<file path="config.mk">
export PLATFORM = sky130hd
export DESIGN_NAME = flv_avc_to_annexb_converter_top_flat
export DESIGN_NICKNAME = d
export VERILOG_FILES = /design/src/rtl/core/flvab_pkg.sv /design/src/rtl/core/flvab_ifs.sv /design/src/rtl/core/flv_avc_to_annexb_converter_top.sv /design/src/rtl/core/flvab_front.sv /design/src/rtl/core/flvab_queue.sv /design/src/rtl/core/flvab_back.sv /design/src/flat_wrapper.sv
export SDC_FILE = /design/constraint.sdc
export NUM_CORES = 1
export LEC_CHECK = 0
export ABC_AREA = 1
export BUFFER_PORTS_ARGS = -buffer_cell sky130_fd_sc_hd__buf_2
export CORE_ASPECT_RATIO = 1.2
export CORE_UTILIZATION = 38
export CTS_CLUSTER_SIZE = 30
export DETAILED_ROUTE_END_ITERATION = 10
export PLACE_DENSITY = 0.63
export SLEW_MARGIN = 20
export SYNTH_ARGS = -nofsm -noshare
export SYNTH_HDL_FRONTEND = slang
export SYNTH_SLANG_ARGS = --single-unit
</file>
<file path="constraint.sdc">
create_clock -name clk -period 7.5 [get_ports clk]
set_clock_uncertainty 0.05 [all_clocks]
set_input_delay 1.5 -clock clk [delete_from_list [all_inputs] [get_ports clk]]
set_output_delay 1.5 -clock clk [all_outputs]
set_load 0.02 [all_outputs]
</file>
<file path="src/rtl/core/flvab_pkg.sv">
// shared types and constants of the flv avc to annex-b converter
package flvab_pkg;

    typedef enum logic [1:0] {
        KIND_IDLE = 2'd0,
        KIND_HEAD = 2'd1,
        KIND_SEQ  = 2'd2,
        KIND_NALU = 2'd3
    } kind_t;

    typedef enum logic [3:0] {
        PH_VERSION  = 4'd0,
        PH_PROFILE  = 4'd1,
        PH_COMPAT   = 4'd2,
        PH_LEVEL    = 4'd3,
        PH_LEN_SIZE = 4'd4,
        PH_NUM_SPS  = 4'd5,
        PH_SPS_HI   = 4'd6,
        PH_SPS_LO   = 4'd7,
        PH_SPS_DATA = 4'd8,
        PH_NUM_PPS  = 4'd9,
        PH_PPS_HI   = 4'd10,
        PH_PPS_LO   = 4'd11,
        PH_PPS_DATA = 4'd12
    } phase_t;

    localparam logic [3:0] CODEC_AVC      = 4'h7;
    localparam logic [7:0] PKT_SEQ_HEADER = 8'h00;
    localparam logic [7:0] PKT_NALU       = 8'h01;
    localparam logic [2:0] HEADER_LEN     = 3'd5;
    localparam logic [7:0] START_CODE_END = 8'h01;

    // result slots of one command, emitted lowest first
    localparam int SLOT_LEAD       = 0;
    localparam int SLOT_SC0        = 1;
    localparam int SLOT_SC1        = 2;
    localparam int SLOT_SC2        = 3;
    localparam int SLOT_BODY       = 4;
    localparam int SLOT_FIN        = 5;
    localparam int SLOT_CLOSE_PS   = 6;
    localparam int SLOT_CLOSE_NALU = 7;
    localparam int NUM_SLOTS       = 8;

    localparam int QUEUE_DEPTH = 4;

    typedef struct packed {
        logic [NUM_SLOTS-1:0] mask;
        logic                 lead_ps;
        logic                 body_ps;
        logic [7:0]           body_byte;
        logic [31:0]          stamp;
    } cmd_t;

endpackage

</file>
<file path="src/rtl/core/flvab_ifs.sv">
// valid/ready channels for tag bytes in and annex-b beats out
interface flvab_in_if #(
    parameter int TAG_SIZE_BITS = 24
);
    logic                     valid;
    logic                     ready;
    logic [7:0]               in_byte;
    logic                     tag_start;
    logic [TAG_SIZE_BITS-1:0] bytes_after;
    logic [31:0]              stamp;

    modport source (output valid, in_byte, tag_start, bytes_after, stamp, input ready);
    modport sink (input valid, in_byte, tag_start, bytes_after, stamp, output ready);
endinterface

interface flvab_out_if;
    logic        valid;
    logic        ready;
    logic [7:0]  out_byte;
    logic        marker;
    logic        param_set;
    logic [31:0] out_stamp;
    logic        run_last;

    modport source (output valid, out_byte, marker, param_set, out_stamp, run_last,
                    input ready);
    modport sink (input valid, out_byte, marker, param_set, out_stamp, run_last,
                  output ready);
endinterface

</file>
<file path="src/rtl/core/flv_avc_to_annexb_converter_top.sv">
// top level of the flv avc to annex-b converter
// Accepts one FLV video tag body byte per cycle on tag and delivers Annex-B beats on nal,
// one per cycle while nal is ready. The parser handles each byte and queues a command of
// up to five beats; the beat generator drains commands at that rate, so a byte that opens
// a NAL unit (start code, up to five beats) is absorbed by the four-entry command queue
// and input stalls only when the queue fills. Each accepted byte's command passes a queue
// entry and the output register before its first beat. A beat with marker set closes a
// decoder buffer; run_last flags the final beat caused by one input byte.
module flv_avc_to_annexb_converter_top #(
    parameter int TAG_SIZE_BITS = 24
) (
    input  logic        clk,
    input  logic        rst_n,
    flvab_in_if.sink    tag,
    flvab_out_if.source nal
);

    logic            q_full;
    logic            q_push;
    flvab_pkg::cmd_t q_cmd;
    logic            q_pop;
    logic            q_valid;
    flvab_pkg::cmd_t q_head;

    flvab_front #(
        .TAG_SIZE_BITS(TAG_SIZE_BITS)
    ) u_front (
        .clk    (clk),
        .rst_n  (rst_n),
        .tag    (tag),
        .q_full (q_full),
        .q_push (q_push),
        .q_cmd  (q_cmd)
    );

    flvab_queue u_queue (
        .clk        (clk),
        .rst_n      (rst_n),
        .push       (q_push),
        .push_cmd   (q_cmd),
        .full       (q_full),
        .pop        (q_pop),
        .head_valid (q_valid),
        .head_cmd   (q_head)
    );

    flvab_back u_back (
        .clk     (clk),
        .rst_n   (rst_n),
        .q_valid (q_valid),
        .q_head  (q_head),
        .q_pop   (q_pop),
        .nal     (nal)
    );

endmodule

</file>
<file path="src/rtl/core/flvab_front.sv">
// front end: parses tag bytes and issues at most one result command per byte
module flvab_front #(
    parameter int TAG_SIZE_BITS = 24
) (
    input  logic              clk,
    input  logic              rst_n,
    flvab_in_if.sink          tag,
    input  logic              q_full,
    output logic              q_push,
    output flvab_pkg::cmd_t   q_cmd
);

    localparam logic [31:0] BA_MASK = (TAG_SIZE_BITS >= 32) ? 32'hFFFF_FFFF :
                                      32'((64'd1 << TAG_SIZE_BITS) - 64'd1);

    flvab_pkg::kind_t  kind_reg, kind_next;
    flvab_pkg::phase_t phase_reg, phase_next;
    logic [2:0]  header_pos_reg, header_pos_next;
    logic [2:0]  length_size_reg, length_size_next;
    logic [31:0] length_accum_reg, length_accum_next;
    logic [2:0]  length_seen_reg, length_seen_next;
    logic [31:0] unit_left_reg, unit_left_next;
    logic [4:0]  sps_left_reg, sps_left_next;
    logic [7:0]  pps_left_reg, pps_left_next;
    logic        skip_rest_reg, skip_rest_next;
    logic [31:0] held_stamp_reg, held_stamp_next;

    logic            accept;
    logic [31:0]     ba;
    logic [7:0]      b;
    logic [15:0]     len16;
    logic            fin;
    flvab_pkg::cmd_t cmd;

    assign tag.ready = !q_full;
    assign accept    = tag.valid && tag.ready;
    assign ba        = 32'(tag.bytes_after) & BA_MASK;
    assign b         = tag.in_byte;
    assign q_push    = accept && (cmd.mask != '0);
    assign q_cmd     = cmd;

    always_comb
    begin
        kind_next         = kind_reg;
        phase_next        = phase_reg;
        header_pos_next   = header_pos_reg;
        length_size_next  = length_size_reg;
        length_accum_next = length_accum_reg;
        length_seen_next  = length_seen_reg;
        unit_left_next    = unit_left_reg;
        sps_left_next     = sps_left_reg;
        pps_left_next     = pps_left_reg;
        skip_rest_next    = skip_rest_reg;
        held_stamp_next   = held_stamp_reg;
        cmd               = '0;
        len16             = '0;
        fin               = 1'b0;

        // close an open tag when a new one starts
        if (tag.tag_start)
        begin
            if (kind_reg == flvab_pkg::KIND_SEQ && !skip_rest_reg &&
                (phase_reg == flvab_pkg::PH_SPS_DATA || phase_reg == flvab_pkg::PH_PPS_DATA))
            begin
                cmd.mask[flvab_pkg::SLOT_LEAD] = 1'b1;
                cmd.lead_ps = 1'b1;
            end
            else if (kind_reg == flvab_pkg::KIND_NALU)
            begin
                cmd.mask[flvab_pkg::SLOT_LEAD] = 1'b1;
                cmd.lead_ps = 1'b0;
            end
            kind_next         = (ba < 32'd4) ? flvab_pkg::KIND_IDLE : flvab_pkg::KIND_HEAD;
            header_pos_next   = '0;
            skip_rest_next    = 1'b0;
            phase_next        = flvab_pkg::PH_VERSION;
            length_accum_next = '0;
            length_seen_next  = '0;
            unit_left_next    = '0;
            sps_left_next     = '0;
            pps_left_next     = '0;
            held_stamp_next   = tag.stamp;
        end

        if (kind_next != flvab_pkg::KIND_IDLE)
        begin
            if (header_pos_next < flvab_pkg::HEADER_LEN)
            begin
                if (header_pos_next == 3'd0 && b[3:0] != flvab_pkg::CODEC_AVC)
                begin
                    kind_next = flvab_pkg::KIND_IDLE;
                end
                else if (header_pos_next == 3'd1)
                begin
                    if (b == flvab_pkg::PKT_SEQ_HEADER)
                    begin
                        kind_next = flvab_pkg::KIND_SEQ;
                    end
                    else if (b == flvab_pkg::PKT_NALU)
                    begin
                        kind_next = flvab_pkg::KIND_NALU;
                    end
                    else
                    begin
                        kind_next = flvab_pkg::KIND_IDLE;
                    end
                end
                header_pos_next = header_pos_next + 3'd1;
            end
            else if (kind_next == flvab_pkg::KIND_SEQ && !skip_rest_next)
            begin
                case (phase_next)
                    flvab_pkg::PH_VERSION, flvab_pkg::PH_PROFILE, flvab_pkg::PH_COMPAT,
                    flvab_pkg::PH_LEVEL, flvab_pkg::PH_LEN_SIZE:
                    begin
                        if (phase_next == flvab_pkg::PH_VERSION && ba < 32'd6)
                        begin
                            skip_rest_next = 1'b1;
                        end
                        else
                        begin
                            if (phase_next == flvab_pkg::PH_LEN_SIZE)
                            begin
                                length_size_next = {1'b0, b[1:0]} + 3'd1;
                            end
                            phase_next = flvab_pkg::phase_t'(phase_next + 4'd1);
                        end
                    end
                    flvab_pkg::PH_NUM_SPS:
                    begin
                        sps_left_next = b[4:0];
                        phase_next = (b[4:0] != '0) ? flvab_pkg::PH_SPS_HI
                                                    : flvab_pkg::PH_NUM_PPS;
                    end
                    flvab_pkg::PH_SPS_HI, flvab_pkg::PH_PPS_HI:
                    begin
                        if (ba == '0)
                        begin
                            skip_rest_next = 1'b1;
                        end
                        else
                        begin
                            length_accum_next = {24'd0, b};
                            phase_next = flvab_pkg::phase_t'(phase_next + 4'd1);
                        end
                    end
                    flvab_pkg::PH_SPS_LO, flvab_pkg::PH_PPS_LO:
                    begin
                        len16 = {length_accum_next[7:0], b};
                        length_accum_next = '0;
                        if (32'(len16) > ba)
                        begin
                            skip_rest_next = 1'b1;
                        end
                        else
                        begin
                            cmd.mask[flvab_pkg::SLOT_SC0]  = 1'b1;
                            cmd.mask[flvab_pkg::SLOT_SC1]  = 1'b1;
                            cmd.mask[flvab_pkg::SLOT_SC2]  = 1'b1;
                            cmd.mask[flvab_pkg::SLOT_BODY] = 1'b1;
                            cmd.body_byte = flvab_pkg::START_CODE_END;
                            cmd.body_ps   = 1'b1;
                            unit_left_next = 32'(len16);
                            if (len16 == '0)
                            begin
                                fin = 1'b1;
                            end
                            else
                            begin
                                phase_next = flvab_pkg::phase_t'(phase_next + 4'd1);
                            end
                        end
                    end
                    flvab_pkg::PH_SPS_DATA, flvab_pkg::PH_PPS_DATA:
                    begin
                        cmd.mask[flvab_pkg::SLOT_BODY] = 1'b1;
                        cmd.body_byte = b;
                        cmd.body_ps   = 1'b1;
                        if (unit_left_next != '0)
                        begin
                            unit_left_next = unit_left_next - 32'd1;
                        end
                        if (unit_left_next == '0)
                        begin
                            fin = 1'b1;
                        end
                    end
                    flvab_pkg::PH_NUM_PPS:
                    begin
                        pps_left_next = b;
                        if (b != '0)
                        begin
                            phase_next = flvab_pkg::PH_PPS_HI;
                        end
                        else
                        begin
                            skip_rest_next = 1'b1;
                        end
                    end
                    default:
                    begin
                        skip_rest_next = 1'b1;
                    end
                endcase

                // end of one parameter set
                if (fin)
                begin
                    cmd.mask[flvab_pkg::SLOT_FIN] = 1'b1;
                    if (phase_next <= flvab_pkg::PH_SPS_DATA)
                    begin
                        if (sps_left_next != '0)
                        begin
                            sps_left_next = sps_left_next - 5'd1;
                        end
                        phase_next = (sps_left_next != '0) ? flvab_pkg::PH_SPS_HI
                                                           : flvab_pkg::PH_NUM_PPS;
                    end
                    else
                    begin
                        if (pps_left_next != '0)
                        begin
                            pps_left_next = pps_left_next - 8'd1;
                        end
                        if (pps_left_next != '0)
                        begin
                            phase_next = flvab_pkg::PH_PPS_HI;
                        end
                        else
                        begin
                            skip_rest_next = 1'b1;
                        end
                    end
                end
            end
            else if (kind_next == flvab_pkg::KIND_NALU && !skip_rest_next)
            begin
                if (unit_left_next != '0)
                begin
                    cmd.mask[flvab_pkg::SLOT_BODY] = 1'b1;
                    cmd.body_byte = b;
                    unit_left_next = unit_left_next - 32'd1;
                end
                else if (length_seen_next == '0 &&
                         ba < 32'(length_size_next - 3'd1))
                begin
                    skip_rest_next = 1'b1;
                end
                else
                begin
                    length_accum_next = {length_accum_next[23:0], b};
                    length_seen_next  = length_seen_next + 3'd1;
                    if (length_seen_next >= length_size_next)
                    begin
                        length_seen_next = '0;
                        if (length_accum_next > ba)
                        begin
                            skip_rest_next = 1'b1;
                        end
                        else
                        begin
                            cmd.mask[flvab_pkg::SLOT_SC0]  = 1'b1;
                            cmd.mask[flvab_pkg::SLOT_SC1]  = 1'b1;
                            cmd.mask[flvab_pkg::SLOT_SC2]  = 1'b1;
                            cmd.mask[flvab_pkg::SLOT_BODY] = 1'b1;
                            cmd.body_byte  = flvab_pkg::START_CODE_END;
                            unit_left_next = length_accum_next;
                        end
                        length_accum_next = '0;
                    end
                end
            end

            // last byte of the tag
            if (ba == '0 && kind_next != flvab_pkg::KIND_IDLE)
            begin
                if (kind_next == flvab_pkg::KIND_SEQ && !skip_rest_next &&
                    (phase_next == flvab_pkg::PH_SPS_DATA ||
                     phase_next == flvab_pkg::PH_PPS_DATA))
                begin
                    cmd.mask[flvab_pkg::SLOT_CLOSE_PS] = 1'b1;
                end
                if (kind_next == flvab_pkg::KIND_NALU)
                begin
                    cmd.mask[flvab_pkg::SLOT_CLOSE_NALU] = 1'b1;
                end
                kind_next = flvab_pkg::KIND_IDLE;
            end
        end

        cmd.stamp = cmd.mask[flvab_pkg::SLOT_LEAD] ? held_stamp_reg : held_stamp_next;
    end

    always_ff @(posedge clk or negedge rst_n)
    begin
        if (!rst_n)
        begin
            kind_reg         <= flvab_pkg::KIND_IDLE;
            phase_reg        <= flvab_pkg::PH_VERSION;
            header_pos_reg   <= '0;
            length_size_reg  <= 3'd4;
            length_accum_reg <= '0;
            length_seen_reg  <= '0;
            unit_left_reg    <= '0;
            sps_left_reg     <= '0;
            pps_left_reg     <= '0;
            skip_rest_reg    <= 1'b0;
            held_stamp_reg   <= '0;
        end
        else if (accept)
        begin
            kind_reg         <= kind_next;
            phase_reg        <= phase_next;
            header_pos_reg   <= header_pos_next;
            length_size_reg  <= length_size_next;
            length_accum_reg <= length_accum_next;
            length_seen_reg  <= length_seen_next;
            unit_left_reg    <= unit_left_next;
            sps_left_reg     <= sps_left_next;
            pps_left_reg     <= pps_left_next;
            skip_rest_reg    <= skip_rest_next;
            held_stamp_reg   <= held_stamp_next;
        end
    end

endmodule

</file>
<file path="src/rtl/core/flvab_queue.sv">
// short command queue between the parser and the beat generator
module flvab_queue (
    input  logic            clk,
    input  logic            rst_n,
    input  logic            push,
    input  flvab_pkg::cmd_t push_cmd,
    output logic            full,
    input  logic            pop,
    output logic            head_valid,
    output flvab_pkg::cmd_t head_cmd
);

    localparam int PTR_W = $clog2(flvab_pkg::QUEUE_DEPTH);
    localparam logic [PTR_W:0] DEPTH_CNT = (PTR_W + 1)'(flvab_pkg::QUEUE_DEPTH);

    flvab_pkg::cmd_t  mem [flvab_pkg::QUEUE_DEPTH];
    logic [PTR_W-1:0] wr_ptr_reg, wr_ptr_next;
    logic [PTR_W-1:0] rd_ptr_reg, rd_ptr_next;
    logic [PTR_W:0]   count_reg, count_next;

    assign full       = (count_reg == DEPTH_CNT);
    assign head_valid = (count_reg != '0);
    assign head_cmd   = mem[rd_ptr_reg];

    always_comb
    begin
        wr_ptr_next = push ? wr_ptr_reg + 1'b1 : wr_ptr_reg;
        rd_ptr_next = pop ? rd_ptr_reg + 1'b1 : rd_ptr_reg;
        count_next  = count_reg;
        if (push && !pop)
        begin
            count_next = count_reg + 1'b1;
        end
        else if (pop && !push)
        begin
            count_next = count_reg - 1'b1;
        end
    end

    always_ff @(posedge clk or negedge rst_n)
    begin
        if (!rst_n)
        begin
            wr_ptr_reg <= '0;
            rd_ptr_reg <= '0;
            count_reg  <= '0;
        end
        else
        begin
            wr_ptr_reg <= wr_ptr_next;
            rd_ptr_reg <= rd_ptr_next;
            count_reg  <= count_next;
        end
    end

    always_ff @(posedge clk)
    begin
        if (push)
        begin
            mem[wr_ptr_reg] <= push_cmd;
        end
    end

    a_count_bound: assert property (@(posedge clk) disable iff (!rst_n)
        count_reg <= DEPTH_CNT)
        else $error("queue count out of range");

    a_no_overflow: assert property (@(posedge clk) disable iff (!rst_n)
        push |-> !full)
        else $error("push into full queue");

    a_no_underflow: assert property (@(posedge clk) disable iff (!rst_n)
        pop |-> head_valid)
        else $error("pop from empty queue");

endmodule

</file>
<file path="src/rtl/core/flvab_back.sv">
// back end: expands commands into output beats, one per cycle while the output is not stalled
module flvab_back (
    input  logic            clk,
    input  logic            rst_n,
    input  logic            q_valid,
    input  flvab_pkg::cmd_t q_head,
    output logic            q_pop,
    flvab_out_if.source     nal
);

    flvab_pkg::cmd_t             cmd_reg;
    logic [flvab_pkg::NUM_SLOTS-1:0] mask_reg, mask_next;
    logic                        valid_reg, valid_next;
    logic [7:0]                  byte_reg;
    logic                        marker_reg;
    logic                        ps_reg;
    logic [31:0]                 stamp_reg;
    logic                        last_reg;

    logic                        have_cur;
    flvab_pkg::cmd_t             src;
    logic [flvab_pkg::NUM_SLOTS-1:0] src_mask, low, rest;
    logic                        adv, emit;
    logic [$clog2(flvab_pkg::NUM_SLOTS)-1:0] slot;
    logic [7:0]                  beat_byte;
    logic                        beat_marker, beat_ps;

    assign have_cur = (mask_reg != '0);
    assign src      = have_cur ? cmd_reg : q_head;
    assign src_mask = have_cur ? mask_reg : (q_valid ? q_head.mask : '0);
    assign low      = src_mask & (~src_mask + 1'b1);
    assign rest     = src_mask & ~low;
    assign adv      = !valid_reg || nal.ready;
    assign emit     = adv && (src_mask != '0);
    assign q_pop    = emit && !have_cur;

    always_comb
    begin
        slot = '0;
        for (int i = 0; i < flvab_pkg::NUM_SLOTS; i++)
        begin
            if (low[i])
            begin
                slot = ($clog2(flvab_pkg::NUM_SLOTS))'(i);
            end
        end
    end

    always_comb
    begin
        beat_byte   = '0;
        beat_marker = 1'b0;
        beat_ps     = 1'b0;
        case (int'(slot))
            flvab_pkg::SLOT_LEAD:
            begin
                beat_marker = 1'b1;
                beat_ps     = src.lead_ps;
            end
            flvab_pkg::SLOT_SC0, flvab_pkg::SLOT_SC1, flvab_pkg::SLOT_SC2:
            begin
                beat_ps = src.body_ps;
            end
            flvab_pkg::SLOT_BODY:
            begin
                beat_byte = src.body_byte;
                beat_ps   = src.body_ps;
            end
            flvab_pkg::SLOT_FIN, flvab_pkg::SLOT_CLOSE_PS:
            begin
                beat_marker = 1'b1;
                beat_ps     = 1'b1;
            end
            default:
            begin
                beat_marker = 1'b1;
                beat_ps     = 1'b0;
            end
        endcase
    end

    always_comb
    begin
        mask_next  = emit ? rest : mask_reg;
        valid_next = emit ? 1'b1 : (nal.ready ? 1'b0 : valid_reg);
    end

    always_ff @(posedge clk or negedge rst_n)
    begin
        if (!rst_n)
        begin
            mask_reg  <= '0;
            valid_reg <= 1'b0;
        end
        else
        begin
            mask_reg  <= mask_next;
            valid_reg <= valid_next;
        end
    end

    always_ff @(posedge clk)
    begin
        if (q_pop)
        begin
            cmd_reg <= q_head;
        end
        if (emit)
        begin
            byte_reg   <= beat_byte;
            marker_reg <= beat_marker;
            ps_reg     <= beat_ps;
            stamp_reg  <= beat_ps ? '0 : src.stamp;
            last_reg   <= (rest == '0);
        end
    end

    assign nal.valid     = valid_reg;
    assign nal.out_byte  = byte_reg;
    assign nal.marker    = marker_reg;
    assign nal.param_set = ps_reg;
    assign nal.out_stamp = stamp_reg;
    assign nal.run_last  = last_reg;

    a_no_pop_while_busy: assert property (@(posedge clk) disable iff (!rst_n)
        have_cur |-> !q_pop)
        else $error("queue popped while a command is still expanding");

    a_emit_fills_output: assert property (@(posedge clk) disable iff (!rst_n)
        emit |=> valid_reg)
        else $error("beat emitted but output register empty");

    a_last_ends_command: assert property (@(posedge clk) disable iff (!rst_n)
        (emit && rest == '0) |=> (mask_reg == '0))
        else $error("command left pending after its last beat");

endmodule
</file>
<file path="src/flat_wrapper.sv">
// flat-port wrapper written by rule: the top's interface ports become plain ports
module flv_avc_to_annexb_converter_top_flat 
#(
    parameter int TAG_SIZE_BITS = 24
)
  (clk, rst_n, tag_valid, tag_in_byte, tag_tag_start, tag_bytes_after, tag_stamp, tag_ready, nal_valid, nal_out_byte, nal_marker, nal_param_set, nal_out_stamp, nal_run_last, nal_ready);
  flvab_in_if #(.TAG_SIZE_BITS(TAG_SIZE_BITS)) tag_i ();
  flvab_out_if nal_i ();
  input  logic clk;
  input  logic rst_n;
  input wire logic [$bits(tag_i.valid)-1:0] tag_valid;
  input wire logic [$bits(tag_i.in_byte)-1:0] tag_in_byte;
  input wire logic [$bits(tag_i.tag_start)-1:0] tag_tag_start;
  input wire logic [$bits(tag_i.bytes_after)-1:0] tag_bytes_after;
  input wire logic [$bits(tag_i.stamp)-1:0] tag_stamp;
  output wire logic [$bits(tag_i.ready)-1:0] tag_ready;
  output wire logic [$bits(nal_i.valid)-1:0] nal_valid;
  output wire logic [$bits(nal_i.out_byte)-1:0] nal_out_byte;
  output wire logic [$bits(nal_i.marker)-1:0] nal_marker;
  output wire logic [$bits(nal_i.param_set)-1:0] nal_param_set;
  output wire logic [$bits(nal_i.out_stamp)-1:0] nal_out_stamp;
  output wire logic [$bits(nal_i.run_last)-1:0] nal_run_last;
  input wire logic [$bits(nal_i.ready)-1:0] nal_ready;
  assign tag_i.valid = tag_valid;
  assign tag_i.in_byte = tag_in_byte;
  assign tag_i.tag_start = tag_tag_start;
  assign tag_i.bytes_after = tag_bytes_after;
  assign tag_i.stamp = tag_stamp;
  assign tag_ready = tag_i.ready;
  assign nal_valid = nal_i.valid;
  assign nal_out_byte = nal_i.out_byte;
  assign nal_marker = nal_i.marker;
  assign nal_param_set = nal_i.param_set;
  assign nal_out_stamp = nal_i.out_stamp;
  assign nal_run_last = nal_i.run_last;
  assign nal_i.ready = nal_ready;
  flv_avc_to_annexb_converter_top #(.TAG_SIZE_BITS(TAG_SIZE_BITS)) u_core (.clk(clk), .rst_n(rst_n), .tag(tag_i), .nal(nal_i));
endmodule
</file>
==> results.py <==
metrics = {
    "global_route": {
        "grt_pass1_vias": 19870,
        "grt_pass1_wl_mm": 113.0,
        "overflow": 0,
        "grt_max_degree": 93,
        "antenna_found_initial": 0,
        "grt_usage": 0.2246,
    },
    "critical_path": {
        "slowest_stage": "nand2_2",
        "crit_top_cell": "nand2_1",
        "slowest_delay_ps": 480,
        "crit_arrival_ps": 6510,
        "critPathLaunch": "tag_tag_start",
        "r2r-start": "u_core.u_front.phase_reg[1]",
        "crit_family": "simple AND/OR/NAND/NOR gates",
        "critPathBufInv": 4,
        "required_ps": 7910,
        "startpoint_type": "primary input",
        "crit_type": "in -> reg",
        "crit_path_max_fanout": 39,
        "endpoint_kind": "flop",
    },
    "routing": {
        "vias_per_cell": 5.473,
        "vias": 20740,
        "wl_per_cell_um": 18.97,
        "drtAntennaViolNets": 0,
        "drtIter0Drc": 1852,
        "routed.top_layer": "met4",
        "drcViolationCount": 0,
        "met2WireLength_mm": 34.29,
        "routed-wl-met3_mm": 4.630,
        "wl_met1_mm": 29.27,
        "dr.pass1.iters": 6,
        "wl_mm": 71.87,
    },
    "worst_hold_path": {
        "min_path_type": "reg -> reg",
        "hold_start": "u_core.u_back.mask_reg[6]",
    },
    "yosys": {
        "ys.flop_type": "edfxtp_1",
        "syn_nets": 3021,
        "synthArstFlopShare": 0.3227,
        "yosys_warnings": 0,
        "syn_area_per_cell_sq_um": 8.288,
        "syn_area_sq_um": 23870,
        "syn_inst": 2880,
        "ys_seq_elements": 409,
        "synth_edf_count": 277,
        "synth_seq_area_share": 0.4869,
        "netlist-cell-type-count": 61,
    },
    "placed_design": {
        "gp_congestion": 0.9693,
        "hpwl_mm": 47.39,
        "dp.cells": 3707,
        "io_buffers": 113,
    },
    "cts": {
        "htree_levels": 2,
        "post_cts_buffers": 0,
        "clockRootBuffer": "clkbuf_16",
        "clock-sinks": 409,
        "cts_hold_buf": 0,
        "cts_inserted_buffers": 45,
        "clk_pin_slew_ps": 60,
        "cts_tree": "yes",
        "ctsResizeCount": 0,
        "clk_latency_ps": 600,
        "clockBufferDepth": 3,
    },
    "floorplanning": {
        "row_count": 100,
        "io_pins": 114,
        "die_x_um": 230.8,
        "fp.dieH_um": 276.6,
        "core_area_sq_um": 62060,
        "start_util": 0.3846,
        "die-area_sq_um": 63830,
    },
    "final_layout": {
        "layout.nets": 3079,
        "multi_input_area_sq_um": 10520,
        "fillers": 6308,
        "final_common_cell": "nand2_1",
        "layout_common_cells": "nand2_1 (559), o21ai_0 (355), nor2_1 (339)",
        "regArea_sq_um": 11620,
        "drive_above_1_share": 0.1107,
        "fin_cells": 3789,
        "antenna_cells": 0,
        "area_growth_pct": 11.78,
        "largest_register_ffs": 192,
    },
    "timing": {
        "fmax_mhz": 164.0,
        "fin_crit_ps": 6098,
        "max_slew_margin": 0.3324,
        "setup_violations": 0,
        "worst_hold_slack_ps": 443.9,
        "slew_violations": 0,
        "fin_crit_sh": 0.8131,
        "rsz0062_at_grt": "no",
        "tightest_slew_ps": 1001,
        "fin_tns_setup_ps": 0,
        "hold_viol": 0,
    },
    "run": {
        "maxCapViolCount": 0,
    },
    "power": {
        "leakage_nw": 11.19,
        "power_w": 0.009570,
        "ir_drop_mv": 0.2447,
        "power_density_nw_per_um2": 358.7,
    },
    "outcome": {
        "status": "completed",
    },
}
==> metal layers <==
layer,global-route usage,vias up
met4,0.1148,0
met1,0.2737,9808
met3,0.03857,222
met5,0,-
li1,-,9966
met2,0.3791,741
==> synth_stat cells (all sizes together) (33+ instances only) <==
master,number,area (sq um)
edfxtp,277,8318
mux2i,33,330.3
nand3,116,600.6
ha,71,888.4
nand4,40,250.2
nor2,358,1396
buf,47,260.3
nand2,610,2456
o21ai,383,1951
a21oi,139,699.4
nor3,36,200.2
dfrtp,131,3278
o22ai,82,513.0
inv,313,1177
clkbuf,94,352.8
==> cell families (layout without fill, tap and decap cells) <==
kind of cell	count (synthesis)	count (layout)	synth area share
muxes	34	34	0.01431
AOI/OAI and AO/OA	708	708	0.1671
adders and majority gates	72	72	0.03805
buffers and inverters	458	551	0.07564
xor gates and xnor gates	20	20	0.007338
DFF	409	409	0.4869
and+or+nand+nor	1179	1179	0.2107
==> metrics by stage <==
stage / setup slack (ps) / utilization / instance area [sq um]
after floorplan: 303.8 / - / 23870
after global placement: 978.5 / 0.4067 / 25240
after detailed placement: 930.9 / 0.4067 / 25240
after CTS: 1543 / 0.4299 / 26680
after global routing: 1006 / 0.4299 / 26680
final: 1402 / 0.4299 / 26680
==> layout make-up <==
cell class	count	share of cell area
Sequential cell	409	0.4356
Multi-Input combinational cell	2013	0.3942
Inverter	317	0.04478
Clock buffer	60	0.04469
Tap cell	816	0.03827
Timing Repair Buffer	152	0.03297
Clock inverter	22	0.009472
==> report_power, final <==
part           switching, W  leakage, nW  internal [W]
combinational       0.00287         6.20       0.00115
clock              0.000932        0.707       0.00127
sequential         0.000207         4.29       0.00314
total               0.00400         11.2       0.00557
==> worst paths after layout <==
| kind | slack [ps] | cells past startpoint | end |
|---|---|---|---|
| max | 1400 | 30 | u_core.u_queue.count_reg[2] |
| min | 440 | 2 | u_core.u_back.mask_reg[6] |
| max reg2reg | 2280 | 30 | u_core.u_queue.count_reg[2] |
| min reg2reg | 440 | 2 | u_core.u_back.mask_reg[6] |
| max in group asynchronous | 5140 | 2 | u_core.u_front.unit_left_reg[1] |
| min in group asynchronous | 970 | 1 | u_core.u_front.unit_left_reg[10] |
==> worst min-delay path, delay by kind of cell (launching register included) <==
family | cells | cell delay (ps)
AOI/OAI and AO/OA | 1 | 60
and+or+nand+nor | 1 | 50
DFF | 1 | 350
Note: power is estimated with default switching activity, not from simulation.
